===== config.mk =====
export PLATFORM = sky130hd
export DESIGN_NAME = jpeg_header_size_scanner_top
export DESIGN_NICKNAME = d
export VERILOG_FILES = /design/src/rtl/jhss_pkg.sv /design/src/rtl/jpeg_header_size_scanner_top.sv
export SDC_FILE = /design/constraint.sdc
export NUM_CORES = 1
export LEC_CHECK = 0
export BUFFER_PORTS_ARGS = -buffer_cell sky130_fd_sc_hd__clkbuf_2
export CAP_MARGIN = 10
export CORE_MARGIN = 8
export CORE_UTILIZATION = 45
export DETAILED_ROUTE_END_ITERATION = 16
export PLACE_DENSITY = 0.7
export SLEW_MARGIN = 20
export SYNTH_ARGS = -nofsm -noshare
export SYNTH_HDL_FRONTEND = slang
export SYNTH_SLANG_ARGS = --single-unit

===== constraint.sdc =====
create_clock -name i_clk -period 5.8 [get_ports i_clk]
set_input_delay 0.29 -clock i_clk [delete_from_list [all_inputs] [get_ports i_clk]]
set_output_delay 0.29 -clock i_clk [all_outputs]
set_load 0.01 [all_outputs]

===== src/rtl/jhss_pkg.sv =====
// Types, marker constants and helper functions for the JPEG header size scanner.
// Used by the top level and by its checker; depends on nothing.
package jhss_pkg;

    typedef enum logic [3:0] {
        PH_S0,
        PH_S1,
        PH_S2,
        PH_S3,
        PH_APP0,
        PH_SKIP,
        PH_MARK0,
        PH_MARK1,
        PH_LEN,
        PH_FRAME,
        PH_DONE
    } t_phase;

    typedef enum logic [2:0] {
        ST_OK         = 3'd0,
        ST_BAD_START  = 3'd1,
        ST_NO_JFIF    = 3'd2,
        ST_NO_MARKER  = 3'd3,
        ST_TRUNCATED  = 3'd4,
        ST_BAD_LENGTH = 3'd5
    } t_status;

    localparam logic [7:0] MARKER_PREFIX = 8'hFF;
    localparam logic [7:0] MARKER_SOI    = 8'hD8;
    localparam logic [7:0] MARKER_APP0   = 8'hE0;
    localparam logic [7:0] MARKER_SOF0   = 8'hC0;
    localparam logic [7:0] CHAR_J        = 8'h4A;
    localparam logic [7:0] CHAR_F        = 8'h46;
    localparam logic [7:0] CHAR_I        = 8'h49;

    localparam logic [16:0] PAD_MIN = 17'd2;

    // Expected byte of the "JFIF" tag at position idx.
    function automatic logic [7:0] tag_byte(input logic [1:0] idx);
        logic [7:0] r;
        begin
            case (idx)
                2'd0:    r = CHAR_J;
                2'd1:    r = CHAR_F;
                2'd2:    r = CHAR_I;
                default: r = CHAR_F;
            endcase
            return r;
        end
    endfunction

    // Smallest power of two not below w, at least two. The bits of w - 1 are
    // smeared downward, so adding one lands on the next power of two.
    function automatic logic [16:0] pad_pow2(input logic [15:0] w);
        logic [15:0] x;
        logic [16:0] r;
        begin
            x = w - 16'd1;
            x = x | (x >> 1);
            x = x | (x >> 2);
            x = x | (x >> 4);
            x = x | (x >> 8);
            if (w <= 16'd2) r = PAD_MIN;
            else            r = {1'b0, x} + 17'd1;
            return r;
        end
    endfunction

endpackage


===== src/rtl/jpeg_header_size_scanner_top.sv =====
// A byte is held in the input register and its result in the result register.
// Throughput: one byte per cycle while the result side takes what it is offered;
// a result that waits holds only the byte already in the input register.
// Reset (i_rst_n low, synchronous) returns the parser to the first start byte
// and drops any pending byte and result. The last byte of a file also returns
// the parser to the first start byte. Depends on jhss_pkg.
module jpeg_header_size_scanner_top (
    input  logic        i_clk,
    input  logic        i_rst_n,
    input  logic        i_in_valid,
    output logic        o_in_ready,
    input  logic [7:0]  i_data_byte,
    input  logic        i_end_of_file,
    output logic        o_out_valid,
    input  logic        i_out_ready,
    output logic [2:0]  o_status,
    output logic [15:0] o_height,
    output logic [15:0] o_width,
    output logic [16:0] o_padded_width
);
    import jhss_pkg::*;

    // Input register
    logic        r_in_valid;
    logic [7:0]  r_in_byte;
    logic        r_in_eof;

    // Parser state
    t_phase      r_phase,     n_phase;
    logic [15:0] r_bis,       n_bis;
    logic [15:0] r_seg_len,   n_seg_len;
    logic [15:0] r_height,    n_height;
    logic [7:0]  r_width_hi,  n_width_hi;

    // Result register
    logic        r_out_valid;
    t_status     r_status;
    logic [15:0] r_height_out;
    logic [15:0] r_width_out;
    logic [16:0] r_pad_out;

    logic        advance;
    logic        step;

    logic        emit;
    t_status     e_status;
    logic [15:0] e_height;
    logic [15:0] e_width;

    logic        tag_ok;
    logic [15:0] len_new;
    logic [15:0] skip_bis;
    logic        skip_end;
    logic [15:0] frame_width;

    assign advance    = !r_out_valid || i_out_ready;
    assign step       = r_in_valid && advance;
    assign o_in_ready = !r_in_valid || advance;

    assign tag_ok      = (r_in_byte == tag_byte(r_bis[1:0] - 2'd2));
    assign len_new     = {r_seg_len[15:8], r_in_byte};
    assign skip_bis    = r_bis + 16'd1;
    assign skip_end    = ({1'b0, skip_bis} + 17'd1) >= {1'b0, r_seg_len};
    assign frame_width = {r_width_hi, r_in_byte};

    // Result decision for the byte in the input register.
    always_comb begin
        emit     = 1'b0;
        e_status = ST_OK;
        e_height = 16'd0;
        e_width  = 16'd0;
        case (r_phase)
            PH_S0: if (r_in_byte != MARKER_PREFIX) begin
                emit = 1'b1; e_status = ST_BAD_START;
            end
            PH_S1: if (r_in_byte != MARKER_SOI) begin
                emit = 1'b1; e_status = ST_BAD_START;
            end
            PH_S2: if (r_in_byte != MARKER_PREFIX) begin
                emit = 1'b1; e_status = ST_BAD_START;
            end
            PH_S3: if (r_in_byte != MARKER_APP0) begin
                emit = 1'b1; e_status = ST_BAD_START;
            end
            PH_APP0: begin
                if (r_bis >= 16'd2 && !tag_ok) begin
                    emit = 1'b1; e_status = ST_NO_JFIF;
                end else if (r_bis == 16'd5) begin
                    // A short APP0 would start the next segment inside the tag.
                    if (r_seg_len < 16'd2) begin
                        emit = 1'b1; e_status = ST_BAD_LENGTH;
                    end else if (r_seg_len < 16'd6) begin
                        emit = 1'b1; e_status = ST_NO_MARKER;
                    end
                end
            end
            PH_MARK0: if (r_in_byte != MARKER_PREFIX) begin
                emit = 1'b1; e_status = ST_NO_MARKER;
            end
            PH_LEN: if (r_bis != 16'd0 && len_new < 16'd2) begin
                emit = 1'b1; e_status = ST_BAD_LENGTH;
            end
            PH_FRAME: if (r_bis == 16'd6) begin
                emit     = 1'b1;
                e_status = ST_OK;
                e_height = r_height;
                e_width  = frame_width;
            end
            default: ;
        endcase
        if (r_in_eof && !emit && r_phase != PH_DONE) begin
            emit     = 1'b1;
            e_status = ST_TRUNCATED;
        end
    end

    // Next parser state.
    always_comb begin
        n_phase    = r_phase;
        n_bis      = r_bis;
        n_seg_len  = r_seg_len;
        n_height   = r_height;
        n_width_hi = r_width_hi;
        case (r_phase)
            PH_S0: n_phase = PH_S1;
            PH_S1: n_phase = PH_S2;
            PH_S2: n_phase = PH_S3;
            PH_S3: begin
                n_phase   = PH_APP0;
                n_bis     = 16'd0;
                n_seg_len = 16'd0;
            end
            PH_APP0: begin
                if (r_bis == 16'd0)      n_seg_len = {r_in_byte, 8'h00};
                else if (r_bis == 16'd1) n_seg_len = len_new;
                if (r_bis == 16'd5) begin
                    n_phase = (r_seg_len == 16'd6) ? PH_MARK0 : PH_SKIP;
                end else begin
                    n_bis = r_bis + 16'd1;
                end
            end
            PH_SKIP: begin
                n_bis = skip_bis;
                if (skip_end) n_phase = PH_MARK0;
            end
            PH_MARK0: n_phase = PH_MARK1;
            PH_MARK1: begin
                n_bis   = 16'd0;
                n_phase = (r_in_byte == MARKER_SOF0) ? PH_FRAME : PH_LEN;
            end
            PH_LEN: begin
                if (r_bis == 16'd0) begin
                    n_seg_len = {r_in_byte, 8'h00};
                    n_bis     = 16'd1;
                end else begin
                    n_seg_len = len_new;
                    n_phase   = (len_new == 16'd2) ? PH_MARK0 : PH_SKIP;
                end
            end
            PH_FRAME: begin
                if (r_bis == 16'd3)      n_height   = {r_in_byte, 8'h00};
                else if (r_bis == 16'd4) n_height   = {r_height[15:8], r_in_byte};
                else if (r_bis == 16'd5) n_width_hi = r_in_byte;
                n_bis = r_bis + 16'd1;
            end
            default: n_phase = PH_DONE;
        endcase
        if (emit) n_phase = PH_DONE;
        if (r_in_eof) begin
            n_phase    = PH_S0;
            n_bis      = 16'd0;
            n_seg_len  = 16'd0;
            n_height   = 16'd0;
            n_width_hi = 8'd0;
        end
    end

    always_ff @(posedge i_clk) begin
        if (!i_rst_n) begin
            r_in_valid <= 1'b0;
        end else if (o_in_ready) begin
            r_in_valid <= i_in_valid;
        end
    end

    always_ff @(posedge i_clk) begin
        if (o_in_ready && i_in_valid) begin
            r_in_byte <= i_data_byte;
            r_in_eof  <= i_end_of_file;
        end
    end

    always_ff @(posedge i_clk) begin
        if (!i_rst_n) begin
            r_phase    <= PH_S0;
            r_bis      <= 16'd0;
            r_seg_len  <= 16'd0;
            r_height   <= 16'd0;
            r_width_hi <= 8'd0;
        end else if (step) begin
            r_phase    <= n_phase;
            r_bis      <= n_bis;
            r_seg_len  <= n_seg_len;
            r_height   <= n_height;
            r_width_hi <= n_width_hi;
        end
    end

    always_ff @(posedge i_clk) begin
        if (!i_rst_n) begin
            r_out_valid <= 1'b0;
        end else if (advance) begin
            r_out_valid <= step && emit;
        end
    end

    always_ff @(posedge i_clk) begin
        if (step && emit) begin
            r_status     <= e_status;
            r_height_out <= e_height;
            r_width_out  <= e_width;
            r_pad_out    <= (e_status == ST_OK) ? pad_pow2(e_width) : PAD_MIN;
        end
    end

    assign o_out_valid    = r_out_valid;
    assign o_status       = r_status;
    assign o_height       = r_height_out;
    assign o_width        = r_width_out;
    assign o_padded_width = r_pad_out;

endmodule


# [Yosys cells after proc, flatten, opt, wreduce, memory -nomap -nowiden]
# Cells that the tools add are included.
[totals] output_inout_bits=54 elab_cells=153 input_bits=13 regBits=123
[op_classes] mux=52 magnitude_cmp=6 n_reduce_logical=37 bitwise_logic=5 eq_ne=33 add_sub_neg=5
[op_table] operator="16-bit two-way mux" n=11
[op_table] operator="16-bit by 3-bit == test with 1-bit output (second input constant)" n=4
[op_table] operator="16-bit case mux with 4 select lines" n=1
[op_table] operator="8-bit two-way mux" n=7
[op_table] operator="16-bit case mux with 3 select lines" n=1
[op_table] operator="4-bit case mux with 10 select lines" n=1
[op_table] operator="16-bit by 1-bit adder with 17-bit output (second input constant)" n=2
[op_table] operator="16-bit by 2-bit == test with 1-bit output (second input constant)" n=2
[op_table] operator="16-bit by 2-bit < comparator with 1-bit output (second input constant)" n=2
[op_table] operator="8-bit inequality test (second input constant)" n=3
[op_table] operator="4-bit two-way mux" n=5
[op_table] operator="4-bit inequality test (second input constant)" n=5
[op_table] operator="3-bit case mux with 6 select lines" n=1
[op_table] operator="17-bit by 16-bit >= comparator with 1-bit output" n=1
[op_table] operator="16-bit by 1-bit adder with 16-bit output (second input constant)" n=1
[op_table] operator="16-bit by 1-bit == test with 1-bit output (second input constant)" n=1
[op_table] operator="4-bit by 3-bit == test with 1-bit output (second input constant)" n=4
[op_table] operator="16-bit by 2-bit >= comparator with 1-bit output (second input constant)" n=1
[op_table] operator="16-bit by 2-bit less-or-equal comparator with 1-bit output (second input constant)" n=1
[op_table] operator="16-bit logical NOT" n=1
[op_table] operator="16-bit by 3-bit < comparator with 1-bit output (second input constant)" n=1
[op_table] operator="16-bit by 12-bit OR with 16-bit output" n=1
[op_table] operator="16-bit by 14-bit OR with 16-bit output" n=1
[op_table] operator="16-bit by 15-bit OR with 16-bit output" n=1
[op_table] operator="other kinds (34)" n=79

# [Longest topological paths before layout]
[depth] word_depth=15 ltp_mapped=23 ltp_nobuf=18

# [Least setup slack after synthesis]
# No wires, ideal clock.
[synth_path] path_type="flip-flop to flip-flop" start="reg r_bis[0]" end="reg r_height_out[0] (netlist: o_height[0]), enable pin" synth_period_minus_slack_ps=4990 path_slack_ps=810 path_stages_with_launch=12 setup_ps=481 path_buffers=2 t_arrival_ps=4509 t_required_ps=5319 path_cell_list="dfxtp_1 -> clkbuf_1 -> inv_1 -> ha_1 -> clkbuf_1 -> nor4b_1 -> nand4_1 -> nand2_1 -> nor3_1 -> a211oi_1 -> nor3b_1 -> a21oi_1"
[synth_between] elab_chain_len=13 word_cells_on_any_way=22 classes_between="add/sub: 1; order compare: 1; eq/ne: 4; mux: 7; reduce/logical: 9"
[synth_lines] item="start: declaration" line_no="jpeg_header_size_scanner_top.sv:30" rtl="logic [15:0] r_bis, n_bis;"
[synth_lines] item="start signal: assignment" line_no="jpeg_header_size_scanner_top.sv:202" rtl="r_bis <= n_bis;"
[synth_lines] item="2-bit subtractor" line_no="jpeg_header_size_scanner_top.sv:60" rtl="assign tag_ok = (r_in_byte == tag_byte(r_bis[1:0] - 2'd2));"
[synth_lines] item="2-bit == test / 2-bit logical NOT (equally long branches)" line_no="jhss_pkg.sv:42" rtl="case (idx)"
[synth_lines] item="4-bit case mux with 2 select lines" line_no="jhss_pkg.sv:42"
[synth_lines] item="8-bit == test" line_no="jpeg_header_size_scanner_top.sv:60"
[synth_lines] item="1-bit logical NOT" line_no="jpeg_header_size_scanner_top.sv:86" rtl="if (r_bis >= 16'd2 && !tag_ok) begin"
[synth_lines] item="1-bit logical AND" line_no="jpeg_header_size_scanner_top.sv:86"
[synth_lines] item="1-bit two-way mux" line_no="jpeg_header_size_scanner_top.sv:86"
[synth_lines] item="1-bit case mux with 6 select lines *" line_no="jpeg_header_size_scanner_top.sv:72" rtl="case (r_phase)"
[synth_lines] item="1-bit logical NOT" line_no="jpeg_header_size_scanner_top.sv:111" rtl="if (r_in_eof && !emit && r_phase != PH_DONE) begin"
[synth_lines] item="1-bit logical AND (2 in a row)" line_no="jpeg_header_size_scanner_top.sv:111"
[synth_lines] item="1-bit two-way mux *" line_no="jpeg_header_size_scanner_top.sv:111"
[synth_lines] item="1-bit logical AND *" line_no="jpeg_header_size_scanner_top.sv:218" rtl="if (step && emit) begin"
[synth_lines] item="end signal: assignment" line_no="jpeg_header_size_scanner_top.sv:220" rtl="r_height_out <= e_height;"
[synth_lines] item="end: declaration" line_no="jpeg_header_size_scanner_top.sv:38" rtl="logic [15:0] r_height_out;"
# Every way passes the cells marked *; elsewhere a longest branch is shown, timed or not.
# A chain may end at the register's enable or synchronous reset.

# [Final worst setup path]
[layout_path] start="reg r_bis[0]" end="reg r_phase[3]"
[layout_between] elab_chain_len=14 word_cells_on_any_way=32 classes_between="add/sub: 3; order compare: 2; eq/ne: 8; mux: 9; reduce/logical: 10"
[layout_lines] item="parallel branches: the longest is 14 deep, another holds 16-bit by 1-bit adder with 17-bit output"
[layout_lines] item="end signal: assignment" line_no="jpeg_header_size_scanner_top.sv:201" rtl="r_phase <= n_phase;"
[layout_lines] item="end: declaration" line_no="jpeg_header_size_scanner_top.sv:29" rtl="t_phase r_phase, n_phase;"
# Parallel ways; which one is timed is not known.

==> qor.txt <==
Fmax: 0.2001 GHz
First-pass GRT wire length: 29210 um
Initial Util: 46.11%
Pwr Total: 2.185 mW
Number of I/O port buffers: 66
Slew Limit Fails: 0
Post-Synth Simple-Gate Area: 29.00%
Count of final setup violators: 0
Synth top area cells: edfxtp_1, dfxtp_1, ha_1
Tot GR Track Use: 17.97%
Fin util: 52.63%
Layout cell share with drive strength beyond 1: 14.45%
Seq/Total Area, Yosys: 41.80%
Xor/xnor share of the synthesized area: 4.409%
Post-route DRC: 0
Clock transition at the registers of the reported paths: 60 ps
Core box area: 15940 um^2
Clock latency on the worst-skew pair: 430 ps
# resized after CTS: 0
Actual slew at the worst max-slew pin: 988.3 ps
RSZ-0062 raised after global routing: false
Routability cong.: 0.9023
Compound-Gate Fraction of Synth Area: 13.77%
Warnings, synthesis: 0
Vias in the first global route: 5690
Area growth from synthesis to layout: 14.14%
Filler cell count: 1435
Top-area cell type share of the netlist area: 24.92%
TritonRoute pass-1 iters: 6
Max VDD drop: 0.2071 mV
Mux contribution to synthesized area: 2.179%
Final hold violations: 0
Wire length per cell: 16.78 um
Async S/R FF share, synth: 0%
Worst EP arrival: 5320 ps
Most used DFF post-synth: dfxtp_1
Ant diodes: 0
Num rows: 46
Total die area: 20680 um^2
Largest net degree at the start of global routing: 62
Largest area contributor in the netlist: edfxtp_1
Worst-path fanout max: 16
Hold_ws: 38.89 ps
ANT nets after route: 0
Initial antenna violation count: 0
WP data required: 6120 ps
Aggregate global routing overflow: 0
Slew HR: 34.12%
Synth Area in Adders: 4.255%
# hold bufs at CTS: 0
Via count: 6082
Non-filler cells in the finished layout: 1074
Crit Path Class: flip-flop to flip-flop
Lkg Pwr: 2.973 nW
Period utilization: 86.18%
Chip Width: 143.8 um
Largest family of logic cells by synthesized area: simple AND/OR/NAND/NOR gates
# nets final: 883
Post-CTS setup buffer count: 0
Post-synth EDFFs: 61
Min cycle time layout: 4998 ps
HP Class: input pin to flip-flop
Vias/cell: 5.663
Nature of the critical path endpoint: flip-flop
Avg Inst Size Synth: 9.109 um^2
Dpl hpwl: 12940 um
P per Cell Area: 260.4 nW/um^2
Fin Setup TNS: 0 ps
Number of cells in the design after placement: 1042
Mapped Nets: 845
CTS Buf Count: 17
Total length of routed wires: 18020 um
CTS tree: done
Synth Register Bits: 123
IO Pins: 67
Clk_skew: 10.65 ps
Root Buffer: clkbuf_16
Library cells used by synthesis: 71
Startpoint Class: flip-flop
1st-iter DRT viols: 491
CTS Sinks: 123
Status: finished, final reports clean
MaxCap Viol Count: 0
Post-Syn Instances: 807
Die height: 143.8 um
Mapped cell area: 7351 um^2
Longest Clk Path Bufs: 2
H-tree depth: 4
## synth_stat cells, types with 13 or more instances
cell      count
a21boi_0     13
a21oi_1      30
a22oi_1      13
and2_1       49
clkbuf_1     40
dfxtp_1      62
edfxtp_1     61
ha_1         25
inv_1        30
mux2i_1      16
nand2_1      57
nand2b_1     18
nand3_1      23
nand4_1      17
nor2_1       57
nor2b_1      48
nor3_1       28
o21ai_0      27
or3_1        14
xnor2_1      18
xor2_1       19
## layer usage
metal | global-route usage (%) | routed length, um | share of wire, % | up-vias
li1 | - | - | - | 2984
met1 | 22.36 | 7900 | 44 | 2856
met2 | 29.02 | 8488 | 47 | 198
met3 | 3.882 | 1106 | 6.1 | 44
met4 | 8.744 | 527 | 2.9 | 0
met5 | 0 | 0 | 0 | -
## registers in the layout, summed over array words and instances, names as in the netlist
name            cells
o_width            16
r_width_hi          8
o_out_valid         1
r_in_valid          1
r_height           16
o_status            3
o_height           16
o_padded_width     17
r_in_eof            1
r_phase             4
r_bis              16
r_in_byte           8
r_seg_len          16
## worst paths after layout
kind                  from      endpoint  slack (ps)  depth (start not counted)
max               r_bis[0]    r_phase[3]         800                         16
min          i_end_of_file      r_in_eof          40                          1
max reg2reg       r_bis[0]    r_phase[3]         800                         16
min reg2reg   r_seg_len[5]  r_seg_len[5]         490                          2
## cells in the final DEF, fill, tap and decap left out, drive strengths merged, types with 10 or more instances in the layout
cell type	instances
and2	49
mux2i	16
a22oi	13
inv	34
edfxtp	61
o21a	10
a21oi	30
nor3	31
ha	25
o22ai	10
nor4	15
nor2	57
nand3	24
nand2	57
clkbuf	85
or3	16
a21boi	14
xnor2	18
nor2b	48
o21ai	28
nand2b	18
xor2	19
nand4	17
dfxtp	62
## worst max-delay path, stage by stage, from the launching register on
cell and delay (ps):
dfxtp_1 550, ha_1 550, nor2b_1 340, nand2_1 110, nand2_1 120, or4b_1 500
nor3_2 240, nand3_1 160, xor2_1 200, ha_1 330, nand4_1 140, or4_1 560
o211ai_1 190, a31oi_1 110, a2bb2oi_1 190, or3_1 360, o221a_2 270
## power by group
| group | switching [mW] | total, mW | internal (mW) |
|---|---|---|---|
| logic | 0.0796 | 0.128 | 0.0483 |
| registers | 0.0268 | 0.960 | 0.933 |
| clock network | 0.408 | 1.10 | 0.689 |
## layout make-up
class,instances,area [um^2],share of cell area (%)
Tap cell,216,270.3,3.221
Sequential cell,123,3073,36.62
Clock buffer,19,442.9,5.279
Timing Repair Buffer,72,375.4,4.474
Multi-Input combinational cell,601,3953,47.11
Inverter,30,112.6,1.342
Clock inverter,13,163.9,1.953
## cell families (layout without fill, tap and decap cells)
group           count (synthesis)  after routing
compound gates                149            149
xor+xnor                       37             37
fa+ha+maj                      25             25
buf+inv                        83            134
flops                         123            123
mux                            16             16
simple gates                  374            374
## stage by stage
step | setup slack (ps) | cell area (um^2)
3_3_place_gp | 999.4 | 7784
3_5_place_dp | 873.0 | 7784
6_report | 801.5 | 8391
4_1_cts | 824.0 | 8391
5_1_grt | 448.9 | 8391
2_1_floorplan | 810.2 | 7351
No activity file was read; power rests on OpenSTA's default activity.
